$ cat config.mk
export PLATFORM = sky130hd
export DESIGN_NAME = bbam_front
export DESIGN_NICKNAME = d
export VERILOG_FILES = /design/src/hdl/bbam_pkg.sv /design/src/hdl/bbam_front.sv
export SDC_FILE = /design/constraint.sdc
export NUM_CORES = 1
export LEC_CHECK = 0
export ABC_AREA = 1
export BUFFER_PORTS_ARGS = -buffer_cell sky130_fd_sc_hd__buf_4
export CAP_MARGIN = 20
export CORE_MARGIN = 2
export CORE_UTILIZATION = 40
export DETAILED_ROUTE_END_ITERATION = 6
export MAX_ROUTING_LAYER = met4
export SYNTH_ARGS = -nofsm -noshare
export SYNTH_HDL_FRONTEND = slang
export SYNTH_SLANG_ARGS = --single-unit
$ cat constraint.sdc
create_clock -name clk -period 7.5 [get_ports clk]
set_input_delay 0.375 -clock clk [delete_from_list [all_inputs] [get_ports clk]]
set_output_delay 0.375 -clock clk [all_outputs]
set_load 0.05 [all_outputs]
$ cat src/hdl/bbam_pkg.sv
// Package for the buffer-addressed atomic word memory.
// Holds opcodes, status codes, payload structs and sizing constants; no dependencies.
`default_nettype none
package bbam_pkg;

  localparam int IdLimit    = 64;
  localparam int WordLimit  = 256;
  localparam int IdW        = 6;
  localparam int OffW       = 8;
  localparam int AddrW      = IdW + OffW;
  localparam int SizeW      = 11;
  localparam int CntW       = 7;
  localparam logic [SizeW-1:0] CapBytes = SizeW'(WordLimit * 4);

  typedef enum logic [4:0] {
    OP_ALLOC = 5'd0, OP_RELEASE = 5'd1, OP_LOAD = 5'd2, OP_STORE = 5'd3,
    OP_ALOAD = 5'd4, OP_ASTORE = 5'd5, OP_XCHG = 5'd6, OP_CMPXCHG = 5'd7,
    OP_ADD = 5'd8, OP_SUB = 5'd9, OP_INC = 5'd10, OP_DEC = 5'd11,
    OP_AND = 5'd12, OP_OR = 5'd13, OP_XOR = 5'd14, OP_SMIN = 5'd15,
    OP_SMAX = 5'd16, OP_UMIN = 5'd17, OP_UMAX = 5'd18
  } opcode_t;

  typedef enum logic [2:0] {
    ST_OK = 3'd0, ST_BAD_ACCESS = 3'd1, ST_NO_ID = 3'd2,
    ST_BAD_RELEASE = 3'd3, ST_BAD_OP = 3'd4
  } status_t;

  // States of the memory back part.
  typedef enum logic [1:0] {B_IDLE, B_READ, B_DONE} back_state_t;

  typedef struct packed {
    logic [4:0]  opcode;
    logic [5:0]  buffer_id;
    logic [9:0]  word_offset;
    logic [31:0] operand_value;
    logic [31:0] compare_value;
    logic [10:0] alloc_bytes;
  } in_item_t;

  typedef struct packed {
    logic [31:0] read_data;
    logic [5:0]  alloc_id;
    logic [2:0]  status;
  } out_item_t;

  // Classified work passed from the front part to the memory back part.
  typedef struct packed {
    logic              mem_op;
    logic [4:0]        opcode;
    logic [AddrW-1:0]  addr;
    logic [31:0]       operand_value;
    logic [31:0]       compare_value;
    logic [5:0]        alloc_id;
    logic [2:0]        status;
  } work_t;

endpackage
`default_nettype wire

$ cat src/hdl/bbam_front.sv
// Front part: id allocation, release and bounds check of each access.
// Depends on bbam_pkg.
`default_nettype none
module bbam_front (
  input  wire logic              clk,
  input  wire logic              rst_n,
  input  wire logic              in_valid,
  output logic                   in_stall,
  input  wire bbam_pkg::in_item_t in_data,
  output logic                   wk_valid,
  input  wire logic              wk_stall,
  output bbam_pkg::work_t        wk_data
);

  logic [bbam_pkg::IdLimit-1:0]  live_r, live_nxt;
  logic [bbam_pkg::SizeW-1:0]    size_r  [bbam_pkg::IdLimit];
  logic [bbam_pkg::IdW-1:0]      stack_r [bbam_pkg::IdLimit];
  logic [bbam_pkg::CntW-1:0]     cnt_r, cnt_nxt, next_r, next_nxt;
  logic                          wk_valid_r;
  bbam_pkg::work_t               wk_r, wk_nxt;
  logic                          hold_r;
  bbam_pkg::in_item_t            in_r;
  logic [bbam_pkg::SizeW-1:0]    size_rd_r;
  logic [bbam_pkg::IdW-1:0]      top_rd_r;
  logic                          size_we, push_we;
  logic [bbam_pkg::IdW-1:0]      size_idx;
  logic [bbam_pkg::SizeW-1:0]    size_val;
  logic [bbam_pkg::SizeW+1:0]    need;
  logic                          accept, move;

  // A captured item waits for the registered table reads, then moves on
  // once the queue register is free.
  assign in_stall = hold_r;
  assign accept   = in_valid && !hold_r;
  assign move     = hold_r && !(wk_valid_r && wk_stall);
  assign wk_valid = wk_valid_r;
  assign wk_data  = wk_r;
  assign need     = ({3'b0, in_r.word_offset} + 13'd1) << 2;

  // Classify the item and work out the bookkeeping update.
  always_comb begin
    live_nxt = live_r;
    cnt_nxt  = cnt_r;
    next_nxt = next_r;
    size_we  = 1'b0;
    push_we  = 1'b0;
    size_idx = in_r.buffer_id;
    size_val = (in_r.alloc_bytes > bbam_pkg::CapBytes) ? bbam_pkg::CapBytes
                                                       : in_r.alloc_bytes;
    wk_nxt = '0;
    wk_nxt.opcode = in_r.opcode;
    wk_nxt.operand_value = in_r.operand_value;
    wk_nxt.compare_value = in_r.compare_value;
    wk_nxt.addr = {in_r.buffer_id, in_r.word_offset[bbam_pkg::OffW-1:0]};
    wk_nxt.status = bbam_pkg::ST_OK;
    if (in_r.opcode == bbam_pkg::OP_ALLOC) begin
      if (cnt_r != '0) begin
        cnt_nxt = cnt_r - 7'd1;
        size_idx = top_rd_r;
        size_we = 1'b1;
        live_nxt[top_rd_r] = 1'b1;
        wk_nxt.alloc_id = top_rd_r;
      end else if (next_r < 7'(bbam_pkg::IdLimit)) begin
        next_nxt = next_r + 7'd1;
        size_idx = next_r[bbam_pkg::IdW-1:0];
        size_we = 1'b1;
        live_nxt[size_idx] = 1'b1;
        wk_nxt.alloc_id = size_idx;
      end else begin
        wk_nxt.status = bbam_pkg::ST_NO_ID;
      end
    end else if (in_r.opcode == bbam_pkg::OP_RELEASE) begin
      if (in_r.buffer_id == '0 || !live_r[in_r.buffer_id]) begin
        wk_nxt.status = bbam_pkg::ST_BAD_RELEASE;
      end else begin
        live_nxt[in_r.buffer_id] = 1'b0;
        push_we = 1'b1;
        cnt_nxt = cnt_r + 7'd1;
      end
    end else if (in_r.opcode > bbam_pkg::OP_UMAX) begin
      wk_nxt.status = bbam_pkg::ST_BAD_OP;
    end else if (in_r.buffer_id == '0 || !live_r[in_r.buffer_id] ||
                 need > {2'b0, size_rd_r}) begin
      wk_nxt.status = bbam_pkg::ST_BAD_ACCESS;
    end else begin
      wk_nxt.mem_op = 1'b1;
    end
  end

  // Bookkeeping state, the capture flag and the outgoing queue register.
  always_ff @(posedge clk) begin
    if (!rst_n) begin
      live_r <= '0;
      cnt_r <= '0;
      next_r <= 7'd1;
      hold_r <= 1'b0;
      wk_valid_r <= 1'b0;
    end else begin
      if (move) begin
        live_r <= live_nxt;
        cnt_r <= cnt_nxt;
        next_r <= next_nxt;
      end
      if (accept) begin
        hold_r <= 1'b1;
      end else if (move) begin
        hold_r <= 1'b0;
      end
      if (move) begin
        wk_valid_r <= 1'b1;
      end else if (!wk_stall) begin
        wk_valid_r <= 1'b0;
      end
    end
  end

  // Payload storage and registered table reads; no reset needed.
  always_ff @(posedge clk) begin
    if (accept) begin
      in_r <= in_data;
      size_rd_r <= size_r[in_data.buffer_id];
      top_rd_r <= stack_r[bbam_pkg::IdW'(cnt_r - 7'd1)];
    end
    if (move) begin
      wk_r <= wk_nxt;
      if (size_we) begin
        size_r[size_idx] <= size_val;
      end
      if (push_we) begin
        stack_r[cnt_r[bbam_pkg::IdW-1:0]] <= in_r.buffer_id;
      end
    end
  end

endmodule
`default_nettype wire

==> impl_results.md, run 1 <==
- Primary FF master, synth: edfxtp_1
- Compound-cell area share of the yosys netlist: 13.12%
- Worst VDD drop: 0.1805 mV
- EDFF count, synth: 1,294
- Synthesized cell area: 56,260 sq um
- Final Hold Viols: 0
- CTS buffer count: 144
- Synth Area per Inst: 12.19 sq um
- Post-Route WL: 152,600 um
- Number of distinct library cells after synthesis: 49
- Post-cts repair resize count: 0
- Total power: 16,530 uW
- Sum of negative setup slack: 0 ns
- Row count: 137
- Die width: 379.0 um
- Hold Crit Class: in2reg
- Sequential share of the synthesized area: 71.91%
- Area delta synth->final: 15.24%
- Drt drc: 1
- Final Max Tran Viols: 0
- Io pins: 195
- Pre-CTS setup slack: 2.731 ns
- Die area: 143,700 sq um
- Core area: 139,500 sq um
- Top post-synthesis cells by area: edfxtp_1 69%, nor2_1 5.9%, o21ai_0 5.7%, o22ai_1 3.0%, dfxtp_1 2.8%
- Commonest cells in the netlist: 1,294 x edfxtp_1, 886 x nor2_1, 636 x o21ai_0
- Setup Crit Path Kind: reg2reg
- Final net count: 4,914
- Final period util: 64.55%
- Count leader, synth: edfxtp_1
- Buffers on Ports: 194
- FF-to-FF path depth: 13
- Synth area leader: edfxtp_1
- Clock Root Buffer: clkbuf_16
- RSZ-0062 raised after global routing: no
- Postcts setup bufs: 0
- Clk sink count: 1,374
- Leak Pwr: 0.02115 uW
- Main combinational cell family by area after synthesis: compound AO/OA/AOI/OAI gates
- Clk buf depth: 3
- Starting density of the core: 40.32%
- GP Congestion: 0.8791
- Initial DRC count: 4,665
- Mean routed wirelength per cell: 22.47 um
- Initial antenna violation count: 2
- DR pass1 iterations: 7
- Largest net degree at the start of global routing: 245
- Vias per cell: 5.605
- Relative slew slack: 22.14%
- Height of the die: 379.0 um
- PnR worst setup slack: 2.659 ns
- CP arrival: 5.22 ns
- Clock-pin transition on the worst setup and hold timing paths: 0.06 ns
- Overall Global Routing Usage: 21.48%
- Antenna-violating nets left: 0
- Post-Synth Adder-Cell Area: 0.2891%
- Wire length of the first global-routing pass: 226,800 um
- Layout cell share with drive strength beyond 1: 10.48%
- Worst path required time: 7.88 ns
- Via count: 38,072
- Final setup fails: 0
- Tmin final: 4.841 ns
- Achievable Freq: 0.2066 GHz
- Xor and xnor area share after synthesis: 0.1557%
- Vias in the first global route: 36,038
- Startpoint Class: flip-flop
- Min-Delay Path Depth: 1
- CTS tree: yes
- Crit Path Max Fanout: 60
- Synth top area share: 69.06%
- Final cell count without fillers: 6,793
- Syn_nets: 4,730
- Post-Synthesis Cells: 4,617
- Synthesis Warnings: 0
- Asr flop ratio synth: 0%
- Worst hold slack: 0.09008 ns
- Critical Path End Type: flip-flop
- Detailed placement HPWL: 88,530 um
- Total grt overflow: 0
- Placed insts: 6,435
- Status: finished, violations left
- Number of synthesized register bits: 1,374
- Max Cap Viol: 0
- Failing checks: design-rule violations
- Slew @ Worst Pin: 1.168 ns
- Layout Skew: 0.03100 ns
- Skew-Pair Late Insertion Delay: 0.78 ns
- H-tree depth: 4
- Simple-gate portion of the synthesized area: 10.32%
- Multiplexer share of the synthesized area: 0.7472%
- Pwr dens: 255.0 nW/um^2
final cells by class:
cell class / instances / area [sq um]
well taps: 1876 / 2347
fillers: 12550 / 74700
clock buffers: 184 / 3816
clock inverters: 76 / 740.7
inverters: 189 / 728.2
diodes: 2 / 5.005
repair buffers: 333 / 2776
flip-flops and latches: 1374 / 40460
multi-input cells: 2759 / 13960
cell families after synthesis:
logic type                 count (synthesis)
and+or+nand+nor                         1435
DFF                                     1374
muxes                                     42
adders and majority gates                 13
xor gates and xnor gates                  10
AOI/OAI and AO/OA                       1259
buffers and inverters                    484
path summary, 6_finish.rpt:
check	start	slack, ns	endpoint
worst max-delay path	cnt_r[0]	2.66	size_r[24][1]
worst min-delay path	in_data[89]	0.09	in_r[89]
worst max register to register	cnt_r[0]	2.66	size_r[24][1]
worst min register to register	in_r[42]	0.40	wk_data[40]
metrics by stage:
| step | utilization, % | area, sq um |
|---|---|---|
| 6_report | 46.47 | 64830 |
| 5_1_grt | 46.47 | 64830 |
| 4_1_cts | 46.44 | 64800 |
| 3_5_place_dp | 42.51 | 59310 |
| 3_3_place_gp | 42.51 | 59310 |
| 2_1_floorplan | - | 56260 |
state kept, by name, indices dropped and copies added (netlist names):
| signal | flops |
|---|---|
| size_rd_r | 11 |
| stack_r | 384 |
| in_r | 96 |
| in_stall | 1 |
| size_r | 704 |
| wk_valid | 1 |
| cnt_r | 7 |
| next_r | 7 |
| top_rd_r | 6 |
| live_r | 64 |
| wk_data | 93 |
metal layers:
layer,GRT usage (%),share of wire (%)
met2,32.67,47
met3,3.720,7.9
met5,-,0
met4,6.776,2.7
met1,29.43,43
timing repair:
action	in CTS	in global routing
hold buffers	93	0
hold endpoints to repair	93	0
setup endpoints to repair	0	0
power breakdown:
part           internal, uW  leakage (uW)  switching [uW]
logic                   262       0.00648             769
registers              8500        0.0125            45.6
clock network          4000       0.00222            2960
worst max-delay path: stages, from the launching register on:
cell	delay, ns
dfxtp_4	0.83
inv_4	0.28
ha_4	0.27
nand2_2	0.09
nor2_4	0.05
nand3_4	0.19
inv_2	0.16
a21oi_4	0.26
inv_2	0.08
a21oi_1	0.27
inv_1	0.11
nor2_1	0.16
nand2_1	0.59
nor2_1	1.04
cell usage in the layout (no fill, tap or decap), drive strengths merged:
cell	n
o21ai	647
edfxtp	1294
mux2i	42
o32ai	40
nand3	175
or2	8
o21a	2
xor2	7
nand2	319
clkinvlp	4
o211ai	97
o221ai	48
nor4	1
a21oi	88
o21bai	2
dlygate4sd3	93
clkinv	56
and2	2
a31oi	63
diode	2
bufinv	11
o31ai	2
o22ai	267
nor2	893
nand3b	2
clkbuf	184
a211oi	1
nand4	5
dfxtp	80
inv	194
nor3	30
ha	13
a21boi	2
buf	240
xnor2	3
No activity file was read; power rests on OpenSTA's default activity.
==> run 2, diff against run 1 <==
clock period = 4 ns   (was 7.5 ns; I/O delays follow)
==> impl_results.md, run 2 (synthesis gave the netlist of run 1 again) <==
- H-tree depth: 4
- Crit Path Max Fanout: 11
- Antenna-violating nets left: 0
- Setup Crit Path Kind: reg2reg
- Clock share of power: 41.8%
- Clk buf depth: 3
- Achievable Freq: 0.2816 GHz
- Overall Global Routing Usage: 21.69%
- Clk sink count: 1,374
- Final period util: 88.76%
- GP Congestion: 0.9011
- Largest net degree at the start of global routing: 199
- Initial DRC count: 4,366
- Hold Crit Class: in2reg
- Wire length of the first global-routing pass: 230,200 um
- Layout Skew: 0.03587 ns
- Pint: 23,690 uW
- Area delta synth->final: 17.29%
- Final setup fails: 0
- Initial antenna violation count: 0
- Io pins: 195
- CTS Hold Bufs: 94
- Leak Pwr: 0.02187 uW
- Mean routed wirelength per cell: 22.34 um
- Starting density of the core: 40.32%
- Worst VDD drop: 0.3828 mV
- Final Max Tran Viols: 0
- Die area: 143,700 sq um
- DR pass1 iterations: 6
- Post-Route WL: 154,600 um
- Startpoint Class: flip-flop
- Final Cell Area: 65,990 sq um
- Buffers on Ports: 194
- Max Cap Viol: 0
- Sum of negative setup slack: 0 ns
- Detailed placement HPWL: 93,510 um
- Final net count: 5,036
- Clock-pin transition on the worst setup and hold timing paths: 0.06 ns
- Filler cell count: 12,482
- Relative slew slack: 26.90%
- Most common cell after layout, fill and taps aside: edfxtp_1
- Height of the die: 379.0 um
- Total grt overflow: 0
- Switch Pwr: 7241 uW
- RSZ-0062 raised after global routing: no
- Sw frac: 23.41%
- Via count: 38,403
- Slew @ Worst Pin: 1.096 ns
- Skew-Pair Late Insertion Delay: 0.78 ns
- Max reg flops: 704
- Pwr dens: 468.7 nW/um^2
- CP arrival: 4.00 ns
- Vias in the first global route: 36,380
- Final Hold Viols: 0
- Die width: 379.0 um
- Sequential power share: 51.7%
- Core area: 139,500 sq um
- Postcts setup bufs: 0
- Most frequent cells in the layout: 1,294 x edfxtp_1, 875 x nor2_1, 636 x o21ai_0, 338 x buf_4, 311 x nand2_1
- Vias per cell: 5.550
- Layout cell share with drive strength beyond 1: 12.87%
- CTS buffer count: 145
- Largest Register: size_r
- Row count: 137
- Worst hold slack: 0.03671 ns
- Drt drc: 0
- CTS tree: yes
- Area of placed instances: 60,470 sq um
- Critical Path End Type: flip-flop
- Worst path required time: 4.45 ns
- Post-cts repair resize count: 0
- Clock Root Buffer: clkbuf_16
- Tmin final: 3.551 ns
- Antenna diodes: 0
- Status: finished, final reports clean
- Combinational power share: 6.5%
[run 2: cell count changes in the layout (fill, tap and decap cells not counted), sizes merged]
cell         before  now
buf             240  360
clkinvlp          4    5
diode             2    0
bufinv           11    6
dlygate4sd3      93   94
clkbuf          184  176
clkinv           56   81
inv             194  188
[run 2: cell type report]
cell class / instances / area (sq um) / share of cell area, %
sequential: 1374 / 40460 / 61.32
multi-input combinational: 2759 / 13960 / 21.15
timing repair buffer: 454 / 3914 / 5.931
clock buffer: 176 / 3787 / 5.739
tap: 1876 / 2347 / 3.557
clock inverter: 91 / 790.8 / 1.198
inverter: 189 / 729.5 / 1.105
[run 2: critical path: stages (launching register included)]
cell	delay, ns
edfxtp_1	0.40
nor2_1	0.16
nand2_1	0.08
nor2_2	0.26
nand2_2	0.22
buf_4	0.24
o22ai_2	0.24
inv_1	0.07
nor2_1	0.38
nand2_1	0.66
nor2_1	0.26
buf_4	0.25
[run 2: metrics by stage]
step	total power, uW	utilization, %	instances	setup WS (ns)
floorplan	17420	-	4617	0.05147
CTS	31140	47.29	6919	0.4828
global placement	18210	43.34	6558	0.4855
global route	31860	47.29	6919	0.1668
finish	30930	47.29	6919	0.4495
detailed placement	18220	43.34	6558	0.5049
[run 2: power groups by stage]
| stage | sequential [uW] | combinational, uW | clock, uW |
|---|---|---|---|
| after detailed placement | 16300 | 1920 | 0 |
| after CTS | 16000 | 2000 | 13100 |
| after global placement | 16300 | 1910 | 0 |
| after floorplan | 16500 | 895 | 0 |
| after global routing | 16000 | 2150 | 13700 |
| final | 16000 | 2010 | 12900 |
[run 2: final timing paths]
check,start,end,slack [ns],cells after the start
hold / removal,rst_n,cnt_r[4],0.04,3
setup reg to reg,in_r[94],size_r[59][10],0.45,11
setup / recovery,in_r[94],size_r[59][10],0.45,11
hold reg to reg,in_r[68],wk_data[66],0.41,0
[run 2: per-layer routing]
layer	wire length [um]	track usage, %
met5	0	-
met4	3689	5.870
met3	11620	3.729
met2	73150	33.55
met1	66150	29.64
